File: src/sv/tlptm_pkg.sv
`timescale 1ns / 1ps
// ============================================================================
// tlptm_pkg: shared types and constants of the two-level page table manager
// Field widths, command and status codes, entry packing, state machine type.
// ============================================================================
package tlptm_pkg;

    // Field widths
    localparam int VP_W           = 20;
    localparam int FRAME_W        = 20;
    localparam int IDX_W          = 10;
    localparam int ENTRY_W        = 23;
    localparam int CMD_W          = 2;
    localparam int OUT_SLOT_W     = 4;

    // Table geometry
    localparam int DIR_ENTRIES    = 1024;
    localparam int TABLE_ENTRIES  = 1024;
    localparam int MAX_TABLES_DEF = 16;

    // Command codes; the fourth code is a no-op
    localparam logic [CMD_W-1:0] CMD_INIT      = 2'd0;
    localparam logic [CMD_W-1:0] CMD_MAP       = 2'd1;
    localparam logic [CMD_W-1:0] CMD_SET_FLAGS = 2'd2;

    // Pool entry packing: frame | user | writable | present
    localparam int E_PRESENT_BIT  = 0;
    localparam int E_WRITABLE_BIT = 1;
    localparam int E_USER_BIT     = 2;

    typedef enum logic [1:0] {
        ST_OK          = 2'd0,
        ST_NO_TABLE    = 2'd1,
        ST_DIR_ABSENT  = 2'd2,
        ST_PAGE_ABSENT = 2'd3
    } status_t;

    typedef enum logic [2:0] {
        S_RST_CLEAR,
        S_INIT_CLEAR,
        S_IDLE,
        S_DIR,
        S_POOL,
        S_HOLD
    } state_t;

    // One result transaction
    typedef struct packed {
        status_t                 status;
        logic [OUT_SLOT_W-1:0]   table_slot;
        logic                    table_allocated;
        logic                    invalidate_page;
    } rsp_t;

    // Clear sequencer control and status
    typedef struct packed {
        logic start;
        logic identity;
    } clr_req_t;

    typedef struct packed {
        logic busy;
        logic last;
    } clr_stat_t;

    // Build a present pool entry
    function automatic logic [ENTRY_W-1:0] make_entry(
        input logic [FRAME_W-1:0] frame,
        input logic               wr,
        input logic               us
    );
        return {frame, us, wr, 1'b1};
    endfunction

endpackage

File: src/sv/tlptm_clear.sv
`timescale 1ns / 1ps
// ============================================================================
// tlptm_clear: clearing sequencer for directory and pool memories
// Sweeps every pool entry once and the directory once per table, either
// to zero or to the identity map of the first 1024 pages through slot 0.
// ============================================================================
module tlptm_clear #(
    parameter int MAX_TABLES = tlptm_pkg::MAX_TABLES_DEF,
    parameter int SLOT_W     = (MAX_TABLES > 1) ? $clog2(MAX_TABLES) : 1,
    parameter int POOL_AW    = $clog2(MAX_TABLES * tlptm_pkg::TABLE_ENTRIES)
) (
    input  logic                          clk,
    input  logic                          rst_n,
    input  tlptm_pkg::clr_req_t           req,
    output tlptm_pkg::clr_stat_t          stat,
    output logic                          dir_we,
    output logic [tlptm_pkg::IDX_W-1:0]   dir_addr,
    output logic [SLOT_W:0]               dir_wdata,
    output logic                          pool_we,
    output logic [POOL_AW-1:0]            pool_addr,
    output logic [tlptm_pkg::ENTRY_W-1:0] pool_wdata
);
    import tlptm_pkg::*;

    localparam int POOL_DEPTH = MAX_TABLES * TABLE_ENTRIES;

    logic               busy_reg, busy_next;
    logic               ident_reg, ident_next;
    logic [POOL_AW-1:0] cnt_reg, cnt_next;
    logic               last;
    logic               in_first_table;

    // Sweep state; reset starts a zeroing pass
    always_ff @(posedge clk or negedge rst_n)
    begin
        if (!rst_n)
        begin
            busy_reg  <= 1'b1;
            ident_reg <= 1'b0;
            cnt_reg   <= '0;
        end
        else
        begin
            busy_reg  <= busy_next;
            ident_reg <= ident_next;
            cnt_reg   <= cnt_next;
        end
    end

    assign last = busy_reg && (cnt_reg == POOL_AW'(POOL_DEPTH - 1));

    // Start, advance, stop at the last entry
    always_comb
    begin
        busy_next  = busy_reg;
        ident_next = ident_reg;
        cnt_next   = cnt_reg;
        if (req.start)
        begin
            busy_next  = 1'b1;
            ident_next = req.identity;
            cnt_next   = '0;
        end
        else if (busy_reg)
        begin
            if (last)
            begin
                busy_next = 1'b0;
            end
            else
            begin
                cnt_next = cnt_reg + POOL_AW'(1);
            end
        end
    end

    assign in_first_table = ({1'b0, cnt_reg} < (POOL_AW + 1)'(TABLE_ENTRIES));

    // Directory writes repeat with the same values for every table of the pool
    assign dir_we    = busy_reg;
    assign dir_addr  = cnt_reg[IDX_W-1:0];
    assign dir_wdata = (ident_reg && (cnt_reg[IDX_W-1:0] == '0)) ? {1'b1, SLOT_W'(0)}
                                                                  : '0;

    // Pool: slot 0 holds the identity map after init, all else is zero
    assign pool_we    = busy_reg;
    assign pool_addr  = cnt_reg;
    assign pool_wdata = (ident_reg && in_first_table)
                        ? make_entry(FRAME_W'(cnt_reg[IDX_W-1:0]), 1'b1, 1'b0)
                        : '0;

    assign stat.busy = busy_reg;
    assign stat.last = last;

    // Assertions
    a_start_idle: assert property (@(posedge clk) disable iff (!rst_n)
        req.start |-> !busy_reg)
        else $error("clear started while a sweep runs");

    a_last_ends: assert property (@(posedge clk) disable iff (!rst_n)
        (last && !req.start) |=> !busy_reg)
        else $error("sweep did not stop after the last entry");

    a_ident_dir0: assert property (@(posedge clk) disable iff (!rst_n)
        (busy_reg && dir_wdata[SLOT_W]) |-> (ident_reg && dir_addr == '0))
        else $error("directory entry marked present outside entry 0 of init");
endmodule

File: config.mk
export PLATFORM = sky130hd
export DESIGN_NAME = tlptm_clear
export DESIGN_NICKNAME = d
export VERILOG_FILES = /design/src/sv/tlptm_pkg.sv /design/src/sv/tlptm_clear.sv
export SDC_FILE = /design/constraint.sdc
export NUM_CORES = 1
export LEC_CHECK = 0
export BUFFER_PORTS_ARGS = -buffer_cell sky130_fd_sc_hd__buf_2
export CAP_MARGIN = 20
export CORE_ASPECT_RATIO = 1.25
export CORE_MARGIN = 2
export CORE_UTILIZATION = 46
export DETAILED_ROUTE_END_ITERATION = 16
export PLACE_DENSITY = 0.9
export SKIP_CTS_REPAIR_TIMING = 1
export SYNTH_ARGS = -nofsm -noshare
export SYNTH_HDL_FRONTEND = slang
export SYNTH_SLANG_ARGS = --single-unit
File: constraint.sdc
create_clock -name clk -period 2.49 [get_ports clk]
set_input_delay 0 -clock clk [delete_from_list [all_inputs] [get_ports clk]]
set_output_delay 0 -clock clk [all_outputs]
set_load 0.02 [all_outputs]
==> run metrics, run 1 <==
status finished clean; Worst-Margin Slew 494.9 ps; Clock Pin Slew Worst Setup and Hold Paths 90 ps; GP Congestion 0.8507; clock latency on the worst-skew pair 290 ps; GRT Util Overall 18.56%; CP Capture Type flip-flop; Cell Count, Final, Fillers Out 206; post-synth top area share 30.00%; share of post-route cells with drive strength above 1 33.72%; worst hold-check path type in -> reg; Initial Utilization 47.62%; Data required, critical path 2670 ps; GR Util met1 23.01%; R2R Setup Slk 490 ps; main combinational cell family by area after synthesis simple AND/OR/NAND/NOR gates; maxcap violations 0; PortBufs 44; Hold Path Depth 2; DRT Pass-1 Iters 4; post-synthesis simple-gate area fraction 32.10%; total grt overflow 0; Critical Path AT 2180 ps; DIE AREA 0.003156 sq mm; Rows 21; worst reg2reg path startpoint pool_addr[0]; Syn-to-layout area delta 10.50%; clock root cell clkbuf_4; Die Y 62.31 microns; Top FF cell, synth dfrtp_1; Worst slew margin 66.76%; startpoint types flip-flop; Fillers 267; clock sinks 16; # DRC 0; Reg2Reg Depth 5; core box area 0.002628 sq mm; Setup-failing EPs final 0; Design Area, Final 0.001383 sq mm; Final #Nets 179; Inserted Clock Buffers 3; Max VDD drop 0.2130 mV; Routed WL per cell 13.06 microns; cell leakage power 0.0007572 uW; n_diodes 0; power per standard cell area 395.4 mW/mm^2; biggest area consumer among synthesized cells dfrtp_1; FFs w/ async S/R, synth 100.0%; min Tclk post-route 1995 ps; die width 50.65 microns; post-synthesis adder-cell area fraction 2.000%; Initial DRC Count 18; vias in the first global route 974; H-tree levels 1; initial antenna violation count 0; flops & latches, synth 16; GRT busiest layer met2; Final Slew Violations 0; Vias/cell 5.252; first-pass GRT wire length 4.498 mm; sequential element share of the synthesized area 32.10%; Worst Skew 0.7300 ps; TritonCTS clock tree done; Antenna Nets Post-Route 0; Hold Path End pool_addr[8]; Post-Syn Area 0.001251 sq mm; Yosys cell types 38; count of final hold-check violations 0; Hold Path Origin req[1]; met3 usage 3.365%; r2r endpoint pool_addr[0]; max reg flops 14; post-placement cell area 0.001326 sq mm; synth top area cells dfrtp_1 (30%), buf_4 (17%), and3_1 (5.5%); Post-Place Cells 200; Bufs on Longest Clock Path 2; Ports 60; RSZ-0062 raised after global routing false; Synth Area in Compound Gates 9.400%; Post-synth EDFFs 0; Final HPWL DP 1.908 mm; wirelength, routed 2.691 mm; Setup TNS 0 ps; fmax 501.2 MHz; largest net degree at the start of global routing 19; period utilization 80.12%; GRT met2 Usage 30.43%; Gate Count Post-Synth 143; yosys warns 0; WS Path Type reg -> reg; Max FO, Critical Path 9; Synth Area per Inst 8.750 sq um; multiplexer share of the synthesized area 3.700%; Synth Area in XOR/XNOR 0%; via count 1082
[cell type report]
| type | count | area (sq um) | area share, % |
|---|---|---|---|
| repair buffers | 47 | 247.7 | 17.92 |
| inverters | 2 | 7.507 | 0.5430 |
| clock buffers | 4 | 36.28 | 2.624 |
| multi-input cells | 103 | 646.9 | 46.79 |
| flip-flops and latches | 16 | 401.6 | 29.05 |
| well taps | 34 | 42.54 | 3.077 |
[per-stage QoR]
step / worst slack [ps] / total power (uW) / utilization [%] / hold WS (ps)
after floorplan: 592.2 / 373.3 / - / -295.6
after global placement: 644.6 / 375.4 / 50.48 / -72.18
after detailed placement: 511.2 / 376.7 / 50.48 / -67.95
after CTS: 488.2 / 550.1 / 51.86 / -385.2
after global routing: 343.3 / 578.2 / 52.62 / 102.8
final: 494.9 / 546.7 / 52.62 / 86.27
[routing by layer]
layer  up-vias  part of all wire (%)  wire length [microns]
met5         -                     0                      0
met4         0                   2.3                     62
met3         7                   6.8                    184
met2        46                    49                   1329
met1       492                    41                   1115
li1        537                     -                      -
[cells in the mapped netlist (5+ instances only)]
master,n
buf_4,29
nor3_1,6
dfrtp_1,15
or3_1,5
nor2_1,7
o21ai_0,5
a21oi_1,7
nand3_1,8
and3_1,11
[worst max-delay path, stage by stage, from the launching register on]
cell and delay, ps:
dfrtp_1 490, ha_1 300, nand3_1 140, nor4_4 520
nor2b_2 130, mux2_4 310
[power breakdown]
| part | internal [uW] | switching [uW] |
|---|---|---|
| combinational | 27.2 | 66.3 |
| clock | 89.2 | 83.9 |
| sequential | 265 | 14.8 |
[kinds of logic (layout without fill, tap and decap cells)]
family                   Yosys count  after routing
multiplexers                       4              4
AND/OR/NAND/NOR                   63             63
flip-flops                        16             16
buffers and inverters             38             53
other                              1             15
AO/OA/AOI/OAI                     19             19
adder cells (fa/ha/maj)            2              2
[how the worst max path moves through the flow]
stage / start / endpoint / slack [ps] / cells after the start
floorplan: pool_addr[1] / pool_addr[0] / 590 / 5
global placement: pool_addr[0] / pool_addr[0] / 640 / 5
detailed placement: pool_addr[0] / pool_addr[0] / 510 / 5
CTS: pool_addr[0] / pool_addr[0] / 490 / 5
global route: pool_addr[0] / pool_addr[0] / 340 / 5
finish: pool_addr[0] / pool_addr[0] / 490 / 5
[layout by cell type (no fill, tap or decap), types with 5 or more instances in the layout]
cell type	count
buf_2	44
conb_1	15
dfrtp_1	15
and3_1	11
nand3_1	8
nor2_1	7
a21oi_1	7
nor3_1	6
o21ai_0	5
or3_1	5
No activity file was read; power rests on OpenSTA's default activity.
==> inputs of run 2 (changes only) <==
==> constraint.sdc (replaced) <==
create_clock -name clk -period 2 [get_ports clk]
set_input_delay 0 -clock clk [delete_from_list [all_inputs] [get_ports clk]]
set_output_delay 0 -clock clk [all_outputs]
set_load 0.02 [all_outputs]
==> run metrics, run 2 (synthesis gave the netlist of run 1 again) <==
Routed WL per cell 12.61 microns; R2R Setup Slk 210 ps; # DRC 0; TritonCTS clock tree done; Psw 203.3 uW; commonest cells after routing, fill and taps aside buf_2 (44), conb_1 (15), dfrtp_1 (15); power per standard cell area 459.3 mW/mm^2; worst hold-check path type in -> reg; Setup TNS 0 ps; commonest non-fill, non-tap cell in the layout buf_2; count of final hold-check violations 0; worst setup margin 205.2 ps; min Tclk post-route 1795 ps; wirelength, routed 2.673 mm; Ports 60; clock sinks 16; initial antenna violation count 0; H-tree levels 1; cell leakage power 0.0007831 uW; Critical Path AT 1970 ps; clock latency on the worst-skew pair 290 ps; WS Path Type reg -> reg; Hold Path Origin req[1]; Syn-to-layout area delta 13.30%; Final HPWL DP 1.956 mm; PortBufs 44; Place WS 213.2 ps; Util after Layout 53.95%; Cell Count, Final, Fillers Out 212; Hold Path Depth 2; Fillers 266; via count 1120; Vias/cell 5.283; startpoint types flip-flop; share of post-route cells with drive strength above 1 35.39%; Clock Pin Slew Worst Setup and Hold Paths 90 ps; post-placement cell area 0.001371 sq mm; RSZ-0062 raised after global routing false; total grt overflow 0; DIE AREA 0.003156 sq mm; Clk pwr share 27.5%; Bufs on Longest Clock Path 2; fmax 557.2 MHz; sw frac 31.22%; maxcap violations 0; CP Capture Type flip-flop; GP Congestion 0.8433; core box area 0.002628 sq mm; Antenna Nets Post-Route 0; Data required, critical path 2180 ps; max reg flops 14; period utilization 89.74%; Setup-failing EPs final 0; Design Area, Final 0.001418 sq mm; Int Pwr 447.8 uW; Max FO, Critical Path 9; Reg2Reg Depth 5; Inserted Clock Buffers 3; r2r endpoint pool_addr[0]; first-pass GRT wire length 4.422 mm; Hold Path End pool_addr[8]; worst reg2reg path startpoint pool_addr[0]; Final Slew Violations 0; Logic pwr share 20.1%; Final #Nets 185; GRT Util Overall 18.06%; Initial Utilization 47.62%; Max VDD drop 0.2903 mV; Rows 21; clock root cell clkbuf_4; DRT Pass-1 Iters 4; Initial DRC Count 55; largest net degree at the start of global routing 19; vias in the first global route 1006; Worst Skew 5.031 ps; Die Y 62.31 microns; n_diodes 0; status finished clean; Flop pwr share 52.4%; die width 50.65 microns; Post-Place Cells 206
[run 2: changes by cell type in the layout (fill, tap and decap cells not counted)]
cell,before,now
buf_4,1,7
clkbuf_1,0,1
clkbuf_8,1,0
[run 2: critical path, stage by stage, from the launching register on]
cell     delay (ps)
dfrtp_1         360
ha_1            250
nand3_1         140
nor4_4          500
nor2b_2         130
mux2_4          310
[run 2: how the worst max path moves through the flow]
stage	start	to	slack, ps	cells past startpoint
6_report	pool_addr[0]	pool_addr[0]	210	5
5_1_grt	pool_addr[3]	pool_addr[0]	80	4
4_1_cts	pool_addr[0]	pool_addr[0]	210	5
3_5_place_dp	pool_addr[0]	pool_addr[0]	210	5
3_3_place_gp	pool_addr[0]	pool_addr[0]	270	5
2_1_floorplan	pool_addr[1]	pool_addr[0]	100	5
[run 2: final cells by class]
type | instances | area, sq um | share of cell area [%]
Multi-Input combinational cell | 103 | 646.9 | 45.63
Sequential cell | 16 | 401.6 | 28.33
Timing Repair Buffer | 53 | 292.8 | 20.65
Inverter | 2 | 7.507 | 0.5296
Tap cell | 34 | 42.54 | 3.001
Clock buffer | 4 | 26.28 | 1.853
[run 2: metrics by stage]
stage | power, uW | hold slack [ps]
after global routing | 680.9 | 111.8
after floorplan | 464.8 | -295.6
after global placement | 475.1 | -68.40
final | 651.1 | 84.60
after detailed placement | 476.2 | -73.43
after CTS | 648.8 | -386.2
[run 2: routing by layer]
metal	global-route usage (%)	vias to the layer above	part of all wire, %
li1	-	543	-
met1	23.34	523	44
met2	29.44	50	48
met3	2.404	4	6.5
met4	8.446	0	1.1
met5	0	-	0
[run 2: power by group through the flow]
stage	Clock, uW	Combinational, uW	Sequential, uW
5_1_grt	195	143	343
6_report	179	131	341
3_5_place_dp	0	129	347
2_1_floorplan	0	113	352
3_3_place_gp	0	129	347
4_1_cts	179	129	341
==> inputs of run 3 (changes only) <==
--- a/config.mk
+++ b/config.mk
@@ -7,7 +7,7 @@
 export LEC_CHECK = 0
 export BUFFER_PORTS_ARGS = -buffer_cell sky130_fd_sc_hd__buf_2
 export CAP_MARGIN = 20
-export CORE_ASPECT_RATIO = 1.25
+export CORE_ASPECT_RATIO = 0.75
 export CORE_MARGIN = 2
 export CORE_UTILIZATION = 46
 export DETAILED_ROUTE_END_ITERATION = 16
==> run metrics, run 3 (synthesis gave the netlist of run 1 again) <==
Die Y 49.17 microns; Data required, critical path 2170 ps; core box area 0.002603 sq mm; # DRC 0; cell leakage power 0.0007778 uW; Antenna Nets Post-Route 0; wirelength, routed 2.772 mm; TritonCTS clock tree done; WS Path Type reg -> reg; initial antenna violation count 0; status finished clean; clock root cell clkbuf_4; commonest cells after routing, fill and taps aside buf_2 (44), conb_1 (15), dfrtp_1 (15); r2r endpoint pool_addr[0]; n_diodes 0; CP Capture Type flip-flop; Hold Path End pool_addr[8]; share of post-route cells with drive strength above 1 35.03%; Hold Path Origin req[1]; worst hold-check path type in -> reg; vias in the first global route 918; Fillers 255; worst setup margin 145.4 ps; power per standard cell area 457.5 mW/mm^2; Ports 60; maxcap violations 0; Vias/cell 5.451; crit-path cells nand3_1 -> nor4_4 -> nor2b_2 -> mux2_4; post-placement cell area 0.001366 sq mm; die width 64.22 microns; Critical Path AT 2030 ps; Rows 16; Reg2Reg Depth 4; Post-Place Cells 207; Setup TNS 0 ps; via count 1161; Initial DRC Count 66; Inserted Clock Buffers 3; GP Congestion 0.8763; Syn-to-layout area delta 12.90%; largest net degree at the start of global routing 19; largest stage delay on the critical path 580 ps; RSZ-0062 raised after global routing false; total grt overflow 0; fmax 539.2 MHz; Final Slew Violations 0; DIE AREA 0.003157 sq mm; Bufs on Longest Clock Path 2; Max VDD drop 0.2910 mV; crit path max-delay cell type dfrtp_1; Clock Pin Slew Worst Setup and Hold Paths 90 ps; startpoint types flip-flop; clock latency on the worst-skew pair 290 ps; period utilization 92.73%; Final HPWL DP 2.009 mm; DRT Pass-1 Iters 4; Design Area, Final 0.001413 sq mm; Place WS 204.3 ps; min Tclk post-route 1855 ps; GRT Util Overall 17.44%; H-tree levels 1; Setup-failing EPs final 0; Final #Nets 184; commonest non-fill, non-tap cell in the layout buf_2; Worst Skew 11.21 ps; count of final hold-check violations 0; Cell Count, Final, Fillers Out 213; Util after Layout 54.28%; max reg flops 14; Max FO, Critical Path 13; Routed WL per cell 13.01 microns; clock sinks 16; Hold Path Depth 2; R2R Setup Slk 150 ps; first-pass GRT wire length 4.264 mm; worst reg2reg path startpoint pool_addr[2]; PortBufs 44; Initial Utilization 48.08%
run 3: cell types whose count changed in the layout (fill, tap and decap cells not counted):
cell / previous run / this run
buf_4: 7 / 6
run 3: how the worst max path moves through the flow:
stage                       startpoint  cells past startpoint      endpoint
after floorplan           pool_addr[1]                      5  pool_addr[0]
after global placement    pool_addr[0]                      5  pool_addr[0]
after detailed placement  pool_addr[0]                      5  pool_addr[0]
after CTS                 pool_addr[2]                      4  pool_addr[0]
after global routing      pool_addr[0]                      5  pool_addr[0]
final                     pool_addr[2]                      4  pool_addr[0]
run 3: critical path: cells and delay by family, from the launching register on:
family,cells,cell delay [ps]
flops,1,580
mux,1,310
simple gates,3,840
run 3: layout make-up:
| class | count | area (sq um) | share of cell area (%) |
|---|---|---|---|
| timing repair buffer | 52 | 285.3 | 20.19 |
| clock buffer | 4 | 26.28 | 1.860 |
| multi-input combinational | 103 | 646.9 | 45.79 |
| sequential | 16 | 401.6 | 28.43 |
| inverter | 2 | 7.507 | 0.5314 |
| tap | 36 | 45.04 | 3.189 |
run 3: per-stage QoR:
step | total power, uW | hold slack (ps)
detailed placement | 474.4 | -69.85
global placement | 472.5 | -73.51
floorplan | 464.8 | -295.6
global route | 674.7 | 88.00
finish | 646.3 | 84.02
CTS | 648.1 | -388.1
run 3: metal layers:
metal	GRT usage, %	up-vias	wire [microns]
li1	-	544	-
met2	25.52	73	1171
met4	6.383	0	42
met3	5.081	4	297
met5	0	-	0
met1	24.45	540	1260
run 3: power by group:
part	total [uW]	switching [uW]	internal [uW]
combinational	129	89.9	38.8
clock	175	97.1	77.6
sequential	343	12.6	330
total	646	200	447
